==> src/rtl/core/fps_pkg.sv <==
// ----------------------------------------------------------------------------
// fps_pkg: shared definitions of the fiber pool scheduler
// Request and status codes, default sizes and the controller command type.
// ----------------------------------------------------------------------------
package fps_pkg;

  localparam int POOL_SIZE_DEF = 32;
  localparam int TAG_BITS_DEF  = 16;

  localparam int REQ_W   = 3;
  localparam int FID_W   = 5;
  localparam int INTAG_W = 16;
  localparam int STAT_W  = 2;

  localparam logic [REQ_W-1:0] REQ_ALLOC   = 3'd0;
  localparam logic [REQ_W-1:0] REQ_FETCH   = 3'd1;
  localparam logic [REQ_W-1:0] REQ_BLOCK   = 3'd2;
  localparam logic [REQ_W-1:0] REQ_DONE    = 3'd3;
  localparam logic [REQ_W-1:0] REQ_UNBLOCK = 3'd4;

  localparam logic [STAT_W-1:0] ST_OK     = 2'd0;
  localparam logic [STAT_W-1:0] ST_EMPTY  = 2'd1;
  localparam logic [STAT_W-1:0] ST_BADARG = 2'd2;
  localparam logic [STAT_W-1:0] ST_FULL   = 2'd3;

  typedef struct packed {
    logic load;
    logic exec;
  } fps_cmd_t;

endpackage

==> src/rtl/core/fps_ctrl.sv <==
// ----------------------------------------------------------------------------
// fps_ctrl: request sequencer
// Two-state controller that captures a request and then executes it,
// and marks the result cycle with the output strobe.
// ----------------------------------------------------------------------------
module fps_ctrl (
  input  logic             clk,
  input  logic             rst_n,
  input  logic             start,
  output logic             busy,
  output fps_pkg::fps_cmd_t cmd,
  output logic             out_strobe
);
  import fps_pkg::*;

  localparam logic S_IDLE = 1'b0;
  localparam logic S_EXEC = 1'b1;

  logic state_r, state_nxt;
  logic strobe_r;

  always_comb begin
    state_nxt = state_r;
    unique case (state_r)
      S_IDLE: if (start) state_nxt = S_EXEC;
      S_EXEC: state_nxt = S_IDLE;
      default: state_nxt = S_IDLE;
    endcase
  end

  always_ff @(posedge clk) begin
    if (!rst_n) begin
      state_r  <= S_IDLE;
      strobe_r <= 1'b0;
    end else begin
      state_r  <= state_nxt;
      strobe_r <= (state_r == S_EXEC);
    end
  end

  assign busy       = (state_r == S_EXEC);
  assign cmd.load   = start && (state_r == S_IDLE);
  assign cmd.exec   = (state_r == S_EXEC);
  assign out_strobe = strobe_r;

endmodule

==> src/rtl/core/fps_dp.sv <==
// ----------------------------------------------------------------------------
// fps_dp: scheduler datapath
// Free and pending stacks in memories, the blocked list as a row of
// shifting cells with parallel tag compare, and the result registers.
// ----------------------------------------------------------------------------
module fps_dp #(
  parameter int POOL_SIZE = fps_pkg::POOL_SIZE_DEF,
  parameter int TAG_BITS  = fps_pkg::TAG_BITS_DEF
) (
  input  logic                         clk,
  input  logic                         rst_n,
  input  fps_pkg::fps_cmd_t            cmd,
  input  logic [fps_pkg::REQ_W-1:0]    in_req_type,
  input  logic [fps_pkg::FID_W-1:0]    in_fiber_id,
  input  logic [fps_pkg::INTAG_W-1:0]  in_block_tag,
  output logic [fps_pkg::FID_W-1:0]    out_granted_fiber,
  output logic                         out_fiber_valid,
  output logic [fps_pkg::STAT_W-1:0]   out_status,
  output logic                         out_has_work
);
  import fps_pkg::*;

  localparam int CNT_W = $clog2(POOL_SIZE + 1);
  localparam int IDX_W = $clog2(POOL_SIZE);
  localparam logic [CNT_W-1:0] FULL_CNT = CNT_W'(POOL_SIZE);

  // Counts and the free stack low mark; entries below the mark are never written
  // and stand for their reset value, which equals their index.
  logic [CNT_W-1:0] free_cnt_r, free_cnt_nxt;
  logic [CNT_W-1:0] pend_cnt_r, pend_cnt_nxt;
  logic [CNT_W-1:0] blk_cnt_r, blk_cnt_nxt;
  logic [CNT_W-1:0] mark_r, mark_nxt;

  logic [IDX_W-1:0] free_mem [POOL_SIZE];
  logic [IDX_W-1:0] pend_mem [POOL_SIZE];
  logic [IDX_W-1:0] blk_ctx_r [POOL_SIZE];
  logic [TAG_BITS-1:0] blk_tag_r [POOL_SIZE];

  logic [REQ_W-1:0]    req_r;
  logic [FID_W-1:0]    fid_r;
  logic [TAG_BITS-1:0] tag_r;
  logic [POOL_SIZE-1:0] match_r;
  logic [IDX_W-1:0]    frd_r, prd_r, fidx_r;
  logic                flo_r;

  logic [FID_W-1:0]  gnt_r;
  logic              valid_r;
  logic [STAT_W-1:0] stat_r;
  logic              work_r;

  // Input alignment to internal widths.
  logic [TAG_BITS+INTAG_W-1:0] tag_ext;
  logic [TAG_BITS-1:0]         tag_in;
  logic [IDX_W+FID_W-1:0]      fid_ext;
  logic [IDX_W-1:0]            fid_idx;

  assign tag_ext = {{TAG_BITS{1'b0}}, in_block_tag};
  assign tag_in  = tag_ext[TAG_BITS-1:0];
  assign fid_ext = {{IDX_W{1'b0}}, fid_r};
  assign fid_idx = fid_ext[IDX_W-1:0];

  logic [CNT_W-1:0] free_m1, pend_m1;
  assign free_m1 = free_cnt_r - CNT_W'(1);
  assign pend_m1 = pend_cnt_r - CNT_W'(1);

  // Capture stage: request fields, stack top reads and tag compare.
  logic [POOL_SIZE-1:0] match_in;
  always_comb begin
    for (int i = 0; i < POOL_SIZE; i++) begin
      match_in[i] = (CNT_W'(i) < blk_cnt_r) && (blk_tag_r[i] == tag_in);
    end
  end

  always_ff @(posedge clk) begin
    if (cmd.load) begin
      req_r   <= in_req_type;
      fid_r   <= in_fiber_id;
      tag_r   <= tag_in;
      match_r <= match_in;
      fidx_r  <= free_m1[IDX_W-1:0];
      flo_r   <= (free_m1 < mark_r);
    end
  end

  // Execute stage.
  logic [POOL_SIZE-1:0] pm;
  logic [POOL_SIZE-1:0] first;
  logic [IDX_W-1:0]     hit_ctx;
  logic                 hit;

  always_comb begin
    pm = match_r;
    for (int k = 0; k < IDX_W; k++) begin
      pm = pm | (pm << (1 << k));
    end
    first   = match_r & ~(pm << 1);
    hit     = pm[POOL_SIZE-1];
    hit_ctx = '0;
    for (int i = 0; i < POOL_SIZE; i++) begin
      hit_ctx = hit_ctx | (first[i] ? blk_ctx_r[i] : '0);
    end
  end

  logic              fid_bad;
  logic              free_wr, pend_wr, blk_app, blk_shift;
  logic [IDX_W-1:0]  gnt_idx;
  logic [STAT_W-1:0] stat_nxt;
  logic              valid_nxt;
  logic [IDX_W+FID_W-1:0] gnt_ext;

  assign fid_bad = (32'(fid_r) >= POOL_SIZE);

  always_comb begin
    free_cnt_nxt = free_cnt_r;
    pend_cnt_nxt = pend_cnt_r;
    blk_cnt_nxt  = blk_cnt_r;
    mark_nxt     = mark_r;
    free_wr      = 1'b0;
    pend_wr      = 1'b0;
    blk_app      = 1'b0;
    blk_shift    = 1'b0;
    gnt_idx      = '0;
    valid_nxt    = 1'b0;
    stat_nxt     = ST_OK;
    unique case (req_r)
      REQ_ALLOC: begin
        if (free_cnt_r == '0) begin
          stat_nxt = ST_EMPTY;
        end else begin
          free_cnt_nxt = free_m1;
          gnt_idx      = flo_r ? fidx_r : frd_r;
          valid_nxt    = 1'b1;
          if (free_m1 < mark_r) mark_nxt = free_m1;
        end
      end
      REQ_FETCH: begin
        if (pend_cnt_r == '0) begin
          stat_nxt = ST_EMPTY;
        end else begin
          pend_cnt_nxt = pend_m1;
          gnt_idx      = prd_r;
          valid_nxt    = 1'b1;
        end
      end
      REQ_BLOCK: begin
        if (fid_bad || tag_r == '0) begin
          stat_nxt = ST_BADARG;
        end else if (blk_cnt_r == FULL_CNT) begin
          stat_nxt = ST_FULL;
        end else begin
          blk_app     = 1'b1;
          blk_cnt_nxt = blk_cnt_r + CNT_W'(1);
        end
      end
      REQ_DONE: begin
        if (fid_bad) begin
          stat_nxt = ST_BADARG;
        end else if (free_cnt_r == FULL_CNT) begin
          stat_nxt = ST_FULL;
        end else begin
          free_wr      = 1'b1;
          free_cnt_nxt = free_cnt_r + CNT_W'(1);
        end
      end
      REQ_UNBLOCK: begin
        if (tag_r == '0) begin
          stat_nxt = ST_BADARG;
        end else if (!hit) begin
          stat_nxt = ST_EMPTY;
        end else if (pend_cnt_r == FULL_CNT) begin
          stat_nxt = ST_FULL;
        end else begin
          pend_wr      = 1'b1;
          blk_shift    = 1'b1;
          pend_cnt_nxt = pend_cnt_r + CNT_W'(1);
          blk_cnt_nxt  = blk_cnt_r - CNT_W'(1);
        end
      end
      default: stat_nxt = ST_BADARG;
    endcase
  end

  assign gnt_ext = {{FID_W{1'b0}}, gnt_idx};

  always_ff @(posedge clk) begin
    if (!rst_n) begin
      free_cnt_r <= FULL_CNT;
      pend_cnt_r <= '0;
      blk_cnt_r  <= '0;
      mark_r     <= FULL_CNT;
    end else if (cmd.exec) begin
      free_cnt_r <= free_cnt_nxt;
      pend_cnt_r <= pend_cnt_nxt;
      blk_cnt_r  <= blk_cnt_nxt;
      mark_r     <= mark_nxt;
    end
  end

  always_ff @(posedge clk) begin
    if (cmd.exec) begin
      gnt_r   <= gnt_ext[FID_W-1:0];
      valid_r <= valid_nxt;
      stat_r  <= stat_nxt;
      work_r  <= (free_cnt_nxt < FULL_CNT);
    end
  end

  always_ff @(posedge clk) begin
    if (cmd.exec && free_wr) free_mem[free_cnt_r[IDX_W-1:0]] <= fid_idx;
    if (cmd.load) frd_r <= free_mem[free_m1[IDX_W-1:0]];
  end

  always_ff @(posedge clk) begin
    if (cmd.exec && pend_wr) pend_mem[pend_cnt_r[IDX_W-1:0]] <= hit_ctx;
    if (cmd.load) prd_r <= pend_mem[pend_m1[IDX_W-1:0]];
  end

  // Blocked list cells: append at the tail, or shift down over the hit.
  always_ff @(posedge clk) begin
    for (int i = 0; i < POOL_SIZE; i++) begin
      if (cmd.exec && blk_app && CNT_W'(i) == blk_cnt_r) begin
        blk_ctx_r[i] <= fid_idx;
        blk_tag_r[i] <= tag_r;
      end else if (cmd.exec && blk_shift && pm[i] && i < POOL_SIZE - 1) begin
        blk_ctx_r[i] <= blk_ctx_r[(i + 1) % POOL_SIZE];
        blk_tag_r[i] <= blk_tag_r[(i + 1) % POOL_SIZE];
      end
    end
  end

  assign out_granted_fiber = gnt_r;
  assign out_fiber_valid   = valid_r;
  assign out_status        = stat_r;
  assign out_has_work      = work_r;

  a_cnt_range: assert property (@(posedge clk) disable iff (!rst_n)
    free_cnt_r <= FULL_CNT && pend_cnt_r <= FULL_CNT && blk_cnt_r <= FULL_CNT)
    else $error("count above pool size");

  a_mark: assert property (@(posedge clk) disable iff (!rst_n)
    mark_r <= free_cnt_r)
    else $error("free stack low mark above free count");

  a_hold: assert property (@(posedge clk) disable iff (!rst_n)
    !cmd.exec |=> $stable(free_cnt_r) && $stable(pend_cnt_r) && $stable(blk_cnt_r))
    else $error("count changed outside execute");

  a_valid_ok: assert property (@(posedge clk) disable iff (!rst_n)
    cmd.exec |=> (!valid_r || stat_r == ST_OK))
    else $error("granted context with error status");

  a_one_hot_hit: assert property (@(posedge clk) disable iff (!rst_n)
    cmd.exec |-> $onehot0(first))
    else $error("more than one oldest match");

endmodule

==> src/rtl/core/fiber_pool_scheduler.sv <==
// ----------------------------------------------------------------------------
// fiber_pool_scheduler: worker context pool with free, pending and wait lists
// Allocate, fetch pending, block, done and unblock by tag over a fixed pool.
//
//   channel   handshake           payload
//   request   start / busy        in_req_type, in_fiber_id, in_block_tag
//   result    out_strobe          out_granted_fiber, out_fiber_valid,
//                                 out_status, out_has_work
//
// A request is taken when start is high and busy is low. Each request
// is first captured, with the stack tops read and the tag compared
// against every blocked entry, and then executed. The result shows for one
// cycle after that, while the next request may already be taken; a new
// request is not taken while one executes. Reset is synchronous and needs no
// clearing pass. The receiver cannot stall results.
// ----------------------------------------------------------------------------
module fiber_pool_scheduler #(
  parameter int POOL_SIZE = fps_pkg::POOL_SIZE_DEF,
  parameter int TAG_BITS  = fps_pkg::TAG_BITS_DEF
) (
  input  logic                         clk,
  input  logic                         rst_n,
  input  logic                         start,
  output logic                         busy,
  input  logic [fps_pkg::REQ_W-1:0]    in_req_type,
  input  logic [fps_pkg::FID_W-1:0]    in_fiber_id,
  input  logic [fps_pkg::INTAG_W-1:0]  in_block_tag,
  output logic                         out_strobe,
  output logic [fps_pkg::FID_W-1:0]    out_granted_fiber,
  output logic                         out_fiber_valid,
  output logic [fps_pkg::STAT_W-1:0]   out_status,
  output logic                         out_has_work
);
  import fps_pkg::*;

  fps_cmd_t cmd;

  fps_ctrl u_ctrl (
    .clk        (clk),
    .rst_n      (rst_n),
    .start      (start),
    .busy       (busy),
    .cmd        (cmd),
    .out_strobe (out_strobe)
  );

  fps_dp #(
    .POOL_SIZE (POOL_SIZE),
    .TAG_BITS  (TAG_BITS)
  ) u_dp (
    .clk               (clk),
    .rst_n             (rst_n),
    .cmd               (cmd),
    .in_req_type       (in_req_type),
    .in_fiber_id       (in_fiber_id),
    .in_block_tag      (in_block_tag),
    .out_granted_fiber (out_granted_fiber),
    .out_fiber_valid   (out_fiber_valid),
    .out_status        (out_status),
    .out_has_work      (out_has_work)
  );

endmodule

==> config.mk <==
export PLATFORM = sky130hd
export DESIGN_NAME = fiber_pool_scheduler
export DESIGN_NICKNAME = d
export VERILOG_FILES = /design/src/rtl/core/fps_pkg.sv /design/src/rtl/core/fps_ctrl.sv /design/src/rtl/core/fps_dp.sv /design/src/rtl/core/fiber_pool_scheduler.sv
export SDC_FILE = /design/constraint.sdc
export NUM_CORES = 2
export LEC_CHECK = 0
export BUFFER_PORTS_ARGS = -buffer_cell sky130_fd_sc_hd__buf_2
export CORE_MARGIN = 2
export CORE_UTILIZATION = 35
export CTS_BUF_LIST = sky130_fd_sc_hd__clkbuf_4
export DETAILED_ROUTE_END_ITERATION = 6
export GPL_TIMING_DRIVEN = 0
export PLACE_DENSITY_LB_ADDON = 0.3
export SETUP_SLACK_MARGIN = 0.02
export SYNTH_ARGS = -nofsm -noshare
export SYNTH_HDL_FRONTEND = slang
export SYNTH_SLANG_ARGS = --single-unit
export TNS_END_PERCENT = 1
==> constraint.sdc <==
create_clock -name clk -period 11.75 [get_ports clk]
set_input_delay 2.35 -clock clk [delete_from_list [all_inputs] [get_ports clk]]
set_output_delay 2.35 -clock clk [all_outputs]
set_load 0.005 [all_outputs]
=== Yosys cells after proc, flatten, opt, wreduce, memory -nomap -nowiden ===
Memory sizes are Yosys's and may differ from the RTL's. A register that Yosys moved wholly into a read port is not among the register bits.
Index checks and enable logic that the tools add are counted.

* Flip-flop bits (word level): 97
* Word-level logic and storage cells: 651
* Memory bits (writable): 992
* Memories: 4
* Input bits: 27
* Output and inout port bits: 11

{| class="wikitable"
|+ Memory list
! name !! depth !! width !! rd ports !! clocked after Yosys merged registers in !! wr ports !! line !! source
|-
| u_dp.blk_tag_r || 32 || 16 || 32 || 0 || 31 || fps_dp.sv:37 || <nowiki>logic [TAG_BITS-1:0] blk_tag_r [POOL_SIZE];</nowiki>
|-
| u_dp.blk_ctx_r || 32 || 5 || 32 || 0 || 31 || fps_dp.sv:36 || <nowiki>logic [IDX_W-1:0] blk_ctx_r [POOL_SIZE];</nowiki>
|-
| u_dp.free_mem || 32 || 5 || 1 || 1 || 1 || fps_dp.sv:34 || <nowiki>logic [IDX_W-1:0] free_mem [POOL_SIZE];</nowiki>
|-
| u_dp.pend_mem || 32 || 5 || 1 || 1 || 1 || fps_dp.sv:35 || <nowiki>logic [IDX_W-1:0] pend_mem [POOL_SIZE];</nowiki>
|}

* Bitwise logic cells: 102
* Mux-type cells: 302
* Add/subtract/negate cells: 6
* Reduce and logical (&&, ||, !) cells: 111
* $lt $le $gt $ge: 34
* Eq/ne operators: 76

{| class="wikitable"
|+ Operator list
! operator !! count
|-
| 16-bit == test || 32
|-
| 16-bit two-way mux || 32
|-
| 5-bit two-way mux || 69
|-
| 1-bit two-way mux || 177
|-
| 32-bit bitwise OR || 5
|-
| 5-bit bitwise OR || 31
|-
| 1-bit logical AND || 99
|-
| 5-bit by 6-bit == test with 1-bit output, first input constant || 16
|-
| 5-bit by 6-bit less-than comparator with 1-bit output, first input constant || 16
|-
| 6-bit two-way mux || 11
|-
| 1-bit bitwise OR || 62
|-
| 4-bit by 6-bit == test with 1-bit output, first input constant || 8
|-
| 4-bit by 6-bit less-than comparator with 1-bit output, first input constant || 8
|-
| 6-bit case mux with 2 select lines || 3
|-
| 32-bit bitwise AND || 1
|-
| 32-bit NOT || 1
|-
| 3-bit by 6-bit == test with 1-bit output, first input constant || 4
|-
| 3-bit by 6-bit less-than comparator with 1-bit output, first input constant || 4
|-
| 6-bit by 1-bit adder with 6-bit output, second input constant || 3
|-
| 6-bit == test, second input constant || 3
|-
| 6-bit logical NOT || 3
|-
| 6-bit by 1-bit subtractor with 6-bit output, second input constant || 3
|-
| 16-bit logical NOT || 1
|-
| 16-bit OR reduction || 1
|-
| 22 further kinds || 38
|}

=== Depth between registers and ports, before layout ===
* Depth in word-level cells: 39
* Gate-level depth with buffers: 14
* Depth with buffers taken out: 11

=== Hierarchy ===
From an unflattened synthesis, not the netlist that was laid out.

* Cells, all modules: 3520
* Area, all modules: 53398.7 µm²

{| class="wikitable"
|+ Modules (own cells, without submodules)
! module !! cells an instance !! area each (µm²) !! instances
|-
| fps_dp || 3514 || 53324.9 || 1
|-
| fps_ctrl || 6 || 73.8 || 1
|}

=== Least setup slack after synthesis ===
Ideal clock, no wire load.

* Path type: input-to-reg
* Start: input port start
* End: register u_dp.fid_r[0] (netlist: u_dp.fid_idx[0]) (enable)
* Data arrival time: 5526 ps
* Buffers on the path: 0
* Path slack: 5714 ps
* Library setup time: 511 ps
* Stages: 1
* Cells stage by stage: nor2b_1

* Longest elaborated chain between the ends: 1

{| class="wikitable"
|+ RTL lines
! item !! line !! source
|-
| start, declared || fiber_pool_scheduler.sv:23 || <nowiki>input logic start,</nowiki>
|-
| 1-bit logical AND || fps_ctrl.sv:42 || <nowiki>assign cmd.load = start && (state_r == S_IDLE);</nowiki>
|-
| end signal, assigned || fps_dp.sv:77 || <nowiki>fid_r <= in_fiber_id;</nowiki>
|-
| end, declared || fps_dp.sv:40 || <nowiki>logic [FID_W-1:0] fid_r;</nowiki>
|}

Every way passes these cells.
A chain may end at the register's enable or synchronous reset.

==> results.sh <==
export IMPL_outcome="finished, final reports clean"
export IMPL_rsz0062_at_grt="false"
export IMPL_leakage_uw=0.0197
export IMPL_cts_tree="done"
export IMPL_insertion_delay_ns=1.30
export IMPL_path_class="flop to flop"
export IMPL_hold_ws_ns=0.467
export IMPL_core_area_um2=152000
export IMPL_firstDrtPassIters=6
export IMPL_syn_inst=3584
export IMPL_relSlewSlack_pct=6.44
export IMPL_dieArea_um2=156000
export IMPL_hold_buffers=0
export IMPL_fin_area_um2=61000
export IMPL_dp_cells=5680
export IMPL_drv_cap=0
export IMPL_antenna_found_initial=5
export IMPL_hold_depth=2
export IMPL_tightest_slew_ns=1.39
export IMPL_gr_total_overflow=0
export IMPL_placed_area_um2=57100
export IMPL_io_buffers=36
export IMPL_antenna_left=0
export IMPL_post_cts_setup_buffer_count=0
export IMPL_drive_gt1_share_pct=26.3
export IMPL_crit_chain="clkbuf_1 -> clkbuf_1 -> inv_1 -> ha_1 -> and4b_1 -> nor4_1 -> o21ai_4 -> buf_4 -> nor2_1 -> buf_2 -> a21o_1"
export IMPL_htree_levels=5
export IMPL_worstSetupEndpointType="flop"
export IMPL_post_cts_resized=0
export IMPL_crit_start="u_dp.pend_cnt_r[0]"
export IMPL_critPathTopFamily="buffers and inverters"
export IMPL_routed_wl_met2_um=78500
export IMPL_pwr_share_seq_pct=51.7
export IMPL_async_reset_ff_share_pct=0
export IMPL_via_per_inst=5.40
export IMPL_cpPeakStageDelay_ns=1.07
export IMPL_p_int_uw=6440
export IMPL_r2r_start="u_dp.pend_cnt_r[0]"
export IMPL_switching_share_pct=24.4
export IMPL_grt_max_degree=38
export IMPL_setup_tns_final_ns=0
export IMPL_min_period_over_period_pct=50.0
export IMPL_wl_per_cell_um=27.4
export IMPL_synth_edf_count=1073
export IMPL_die_height_um=395
export IMPL_via_count=33467
export IMPL_path_clk_slew_ns=0.06
export IMPL_num_io_pins=38
export IMPL_post_route_min_period_ns=5.88
export IMPL_rr_worst_depth=11
export IMPL_syn_area_um2=53600
export IMPL_start_util_pct=35.3
export IMPL_fin_skew_ns=0.0899
export IMPL_dp_final_hpwl_um=130000
export IMPL_power_switching_uw=2080
export IMPL_syn_nets=3628
export IMPL_r2r_slack_ns=5.87
export IMPL_ir_worst_vdd_uv=113
export IMPL_instances_no_fill=6203
export IMPL_cts_inserted_buffers=314
export IMPL_cts_root_buffer="clkbuf_4"
export IMPL_hold_path_end="u_dp.mark_r[0]"
export IMPL_yosys_cell_types_count=73
export IMPL_p_per_area_nw_per_um2=140
export IMPL_grt_pass1_vias=33505
export IMPL_m1WireLength_um=75600
export IMPL_final_hold_violation_count=0
export IMPL_hp_start="u_dp.mark_r[0]"
export IMPL_top_layer="met4"
export IMPL_grt_usage_pct=21.5
export IMPL_r2r_end="u_dp.blk_tag_r[1][18]"
export IMPL_yosysWarnings=0
export IMPL_cp_slowest_cell="nor4_1"
export IMPL_cp_max_fo=21
export IMPL_clkPwrFrac_pct=41.1
export IMPL_area_growth_pct=13.8
export IMPL_synth_seq_cells=1099
export IMPL_path_buf_inv=5
export IMPL_ys_flop_type="edfxtp_1"
export IMPL_critPathMostFrequentCell="clkbuf_1"
export IMPL_nets=4014
export IMPL_die_w_um=395
export IMPL_rows=143
export IMPL_wl_um=170000
export IMPL_clkSinkCount=1099
export IMPL_place_congestion=0.937
export IMPL_wl_met3_um=12000
export IMPL_ys_seq_area_share_pct=61.1
export IMPL_finalSetupViolations=0
export IMPL_critPathArrivalTime_ns=6.76
export IMPL_avgSynthCellArea_um2=14.9
export IMPL_critPathRequiredTime_ns=12.63
export IMPL_fmax_mhz=170
export IMPL_drt_iter0_drc=3474
export IMPL_grt_pass1_wl_um=242000
export IMPL_worstSetupStartpointType="flop"
export IMPL_p_comb_share_pct=7.2
export IMPL_hold_class="flop to flop"
export IMPL_drv_slew=0
export IMPL_cts_path_max_buffers=4
export IMPL_drc=0
worst max-delay path by stage:
stage	endpoint	slack, ns	depth (start not counted)
2_1_floorplan	u_dp.fid_idx[0]	5.71	1
3_5_place_dp	u_dp.match_r[24]	5.63	7
4_1_cts	u_dp.blk_tag_r[1][30]	5.88	11
5_1_grt	u_dp.blk_tag_r[1][17]	5.56	11
6_report	u_dp.blk_tag_r[1][18]	5.87	11
3_3_place_gp	u_dp.tag_r[3]	2.82	2
stage by stage:
step	setup WS, ns	total power, uW	utilization (%)
final	5.87	8520	40.1
after global routing	5.56	8810	40.1
after CTS	5.88	8570	40.1
after detailed placement	5.63	5090	37.6
after global placement	2.82	5070	37.0
after floorplan	5.71	4840	-
cell usage in the layout, fill, tap and decap left out, types with 40 or more instances in the layout:
cell      synthesis  layout
nand2_1          96      96
mux4_2          100     100
nand3_1          41      40
mux2_1          319     319
o21ai_0          45      40
clkbuf_4          0     478
clkbuf_1        183     183
mux2_2          344     344
nor3_1           46      45
xnor2_1         218     217
a21oi_1          45      45
nor4_1           98      98
buf_2            42      79
xor2_1          307     307
nor2_1          140     139
edfxtp_1       1073    1073
nand4_1          67      67
buf_1            46      46
sequential cells by signal (all words and copies together), names as in the netlist, 6 cells and up:
register         flops
u_dp.blk_tag_r     512
u_dp.blk_ctx_r     160
u_dp.free_mem      160
u_dp.pend_mem      160
u_dp.match_r        32
u_dp.tag_r          16
u_dp.blk_cnt_r       6
u_dp.free_cnt_r      6
u_dp.mark_r          6
u_dp.pend_cnt_r      6
power by group through the flow:
stage | registers (uW) | logic (uW) | clock network, uW
2_1_floorplan | 4470 | 368 | 0
3_3_place_gp | 4500 | 577 | 0
3_5_place_dp | 4490 | 596 | 0
4_1_cts | 4410 | 599 | 3560
5_1_grt | 4400 | 647 | 3760
6_report | 4400 | 611 | 3500
final cells by class:
cell class / instances / area [um^2]
Fill cell: 14302 / 90900
Sequential cell: 1099 / 32700
Multi-Input combinational cell: 2180 / 19800
Clock buffer: 478 / 3590
Tap cell: 2030 / 2540
Buffer: 272 / 1080
Timing Repair Buffer: 70 / 941
Clock inverter: 33 / 151
Inverter: 33 / 124
Antenna cell: 8 / 20.0
worst register-to-register path: stages, from the launching register on:
cell and delay, ns:
dfxtp_1 0.36, clkbuf_1 0.49, clkbuf_1 0.64, inv_1 0.19, ha_1 0.36, and4b_1 0.28
nor4_1 1.07, o21ai_4 0.35, buf_4 0.33, nor2_1 0.27, buf_2 0.37, a21o_1 0.80
cells in the mapped netlist, drive strengths merged, types with 5 or more instances:
master	number	area, um^2
a32oi	8	70.1
a221oi	7	61.3
inv	32	120
a32o	8	80.1
nand2b	19	119
mux2i	15	150
nor4	99	626
a211oi	5	37.5
nand2	96	360
xor2	307	2690
mux2	663	7470
or2	13	81.3
or3b	6	52.6
ha	17	213
or4	8	60.1
a22oi	13	97.6
and2	9	56.3
or3	18	118
buf	89	390
o22ai	13	81.3
o2111ai	11	96.3
and4	6	52.6
mux4	100	2250
xnor2	218	1910
edfxtp	1073	32200
nor2b	22	138
nand3b	9	67.6
nand4	67	419
nor2	140	526
o21ai	48	252
nand3	41	205
clkbuf	183	687
a2111oi	10	87.6
o21bai	12	90.1
nor3	46	230
and3	18	113
dfxtp	26	521
a31oi	6	37.5
a21oi	45	225
logic make-up after synthesis:
kind of cell / Yosys count / share of synthesized area [%]
flip-flops: 1099 / 61.1
AO/OA/AOI/OAI: 226 / 2.91
multiplexers: 778 / 18.4
AND/OR/NAND/NOR: 634 / 6.30
XOR/XNOR: 525 / 8.59
buffers and inverters: 305 / 2.24
adder cells (fa/ha/maj): 17 / 0.397
routing by layer:
layer  GRT usage (%)  vias up
met5               0        -
met4            6.78        0
met3            3.82      241
met2            33.5     1437
met1            30.3    17174
li1                -    14615
Note: power is estimated with default switching activity, not from simulation.
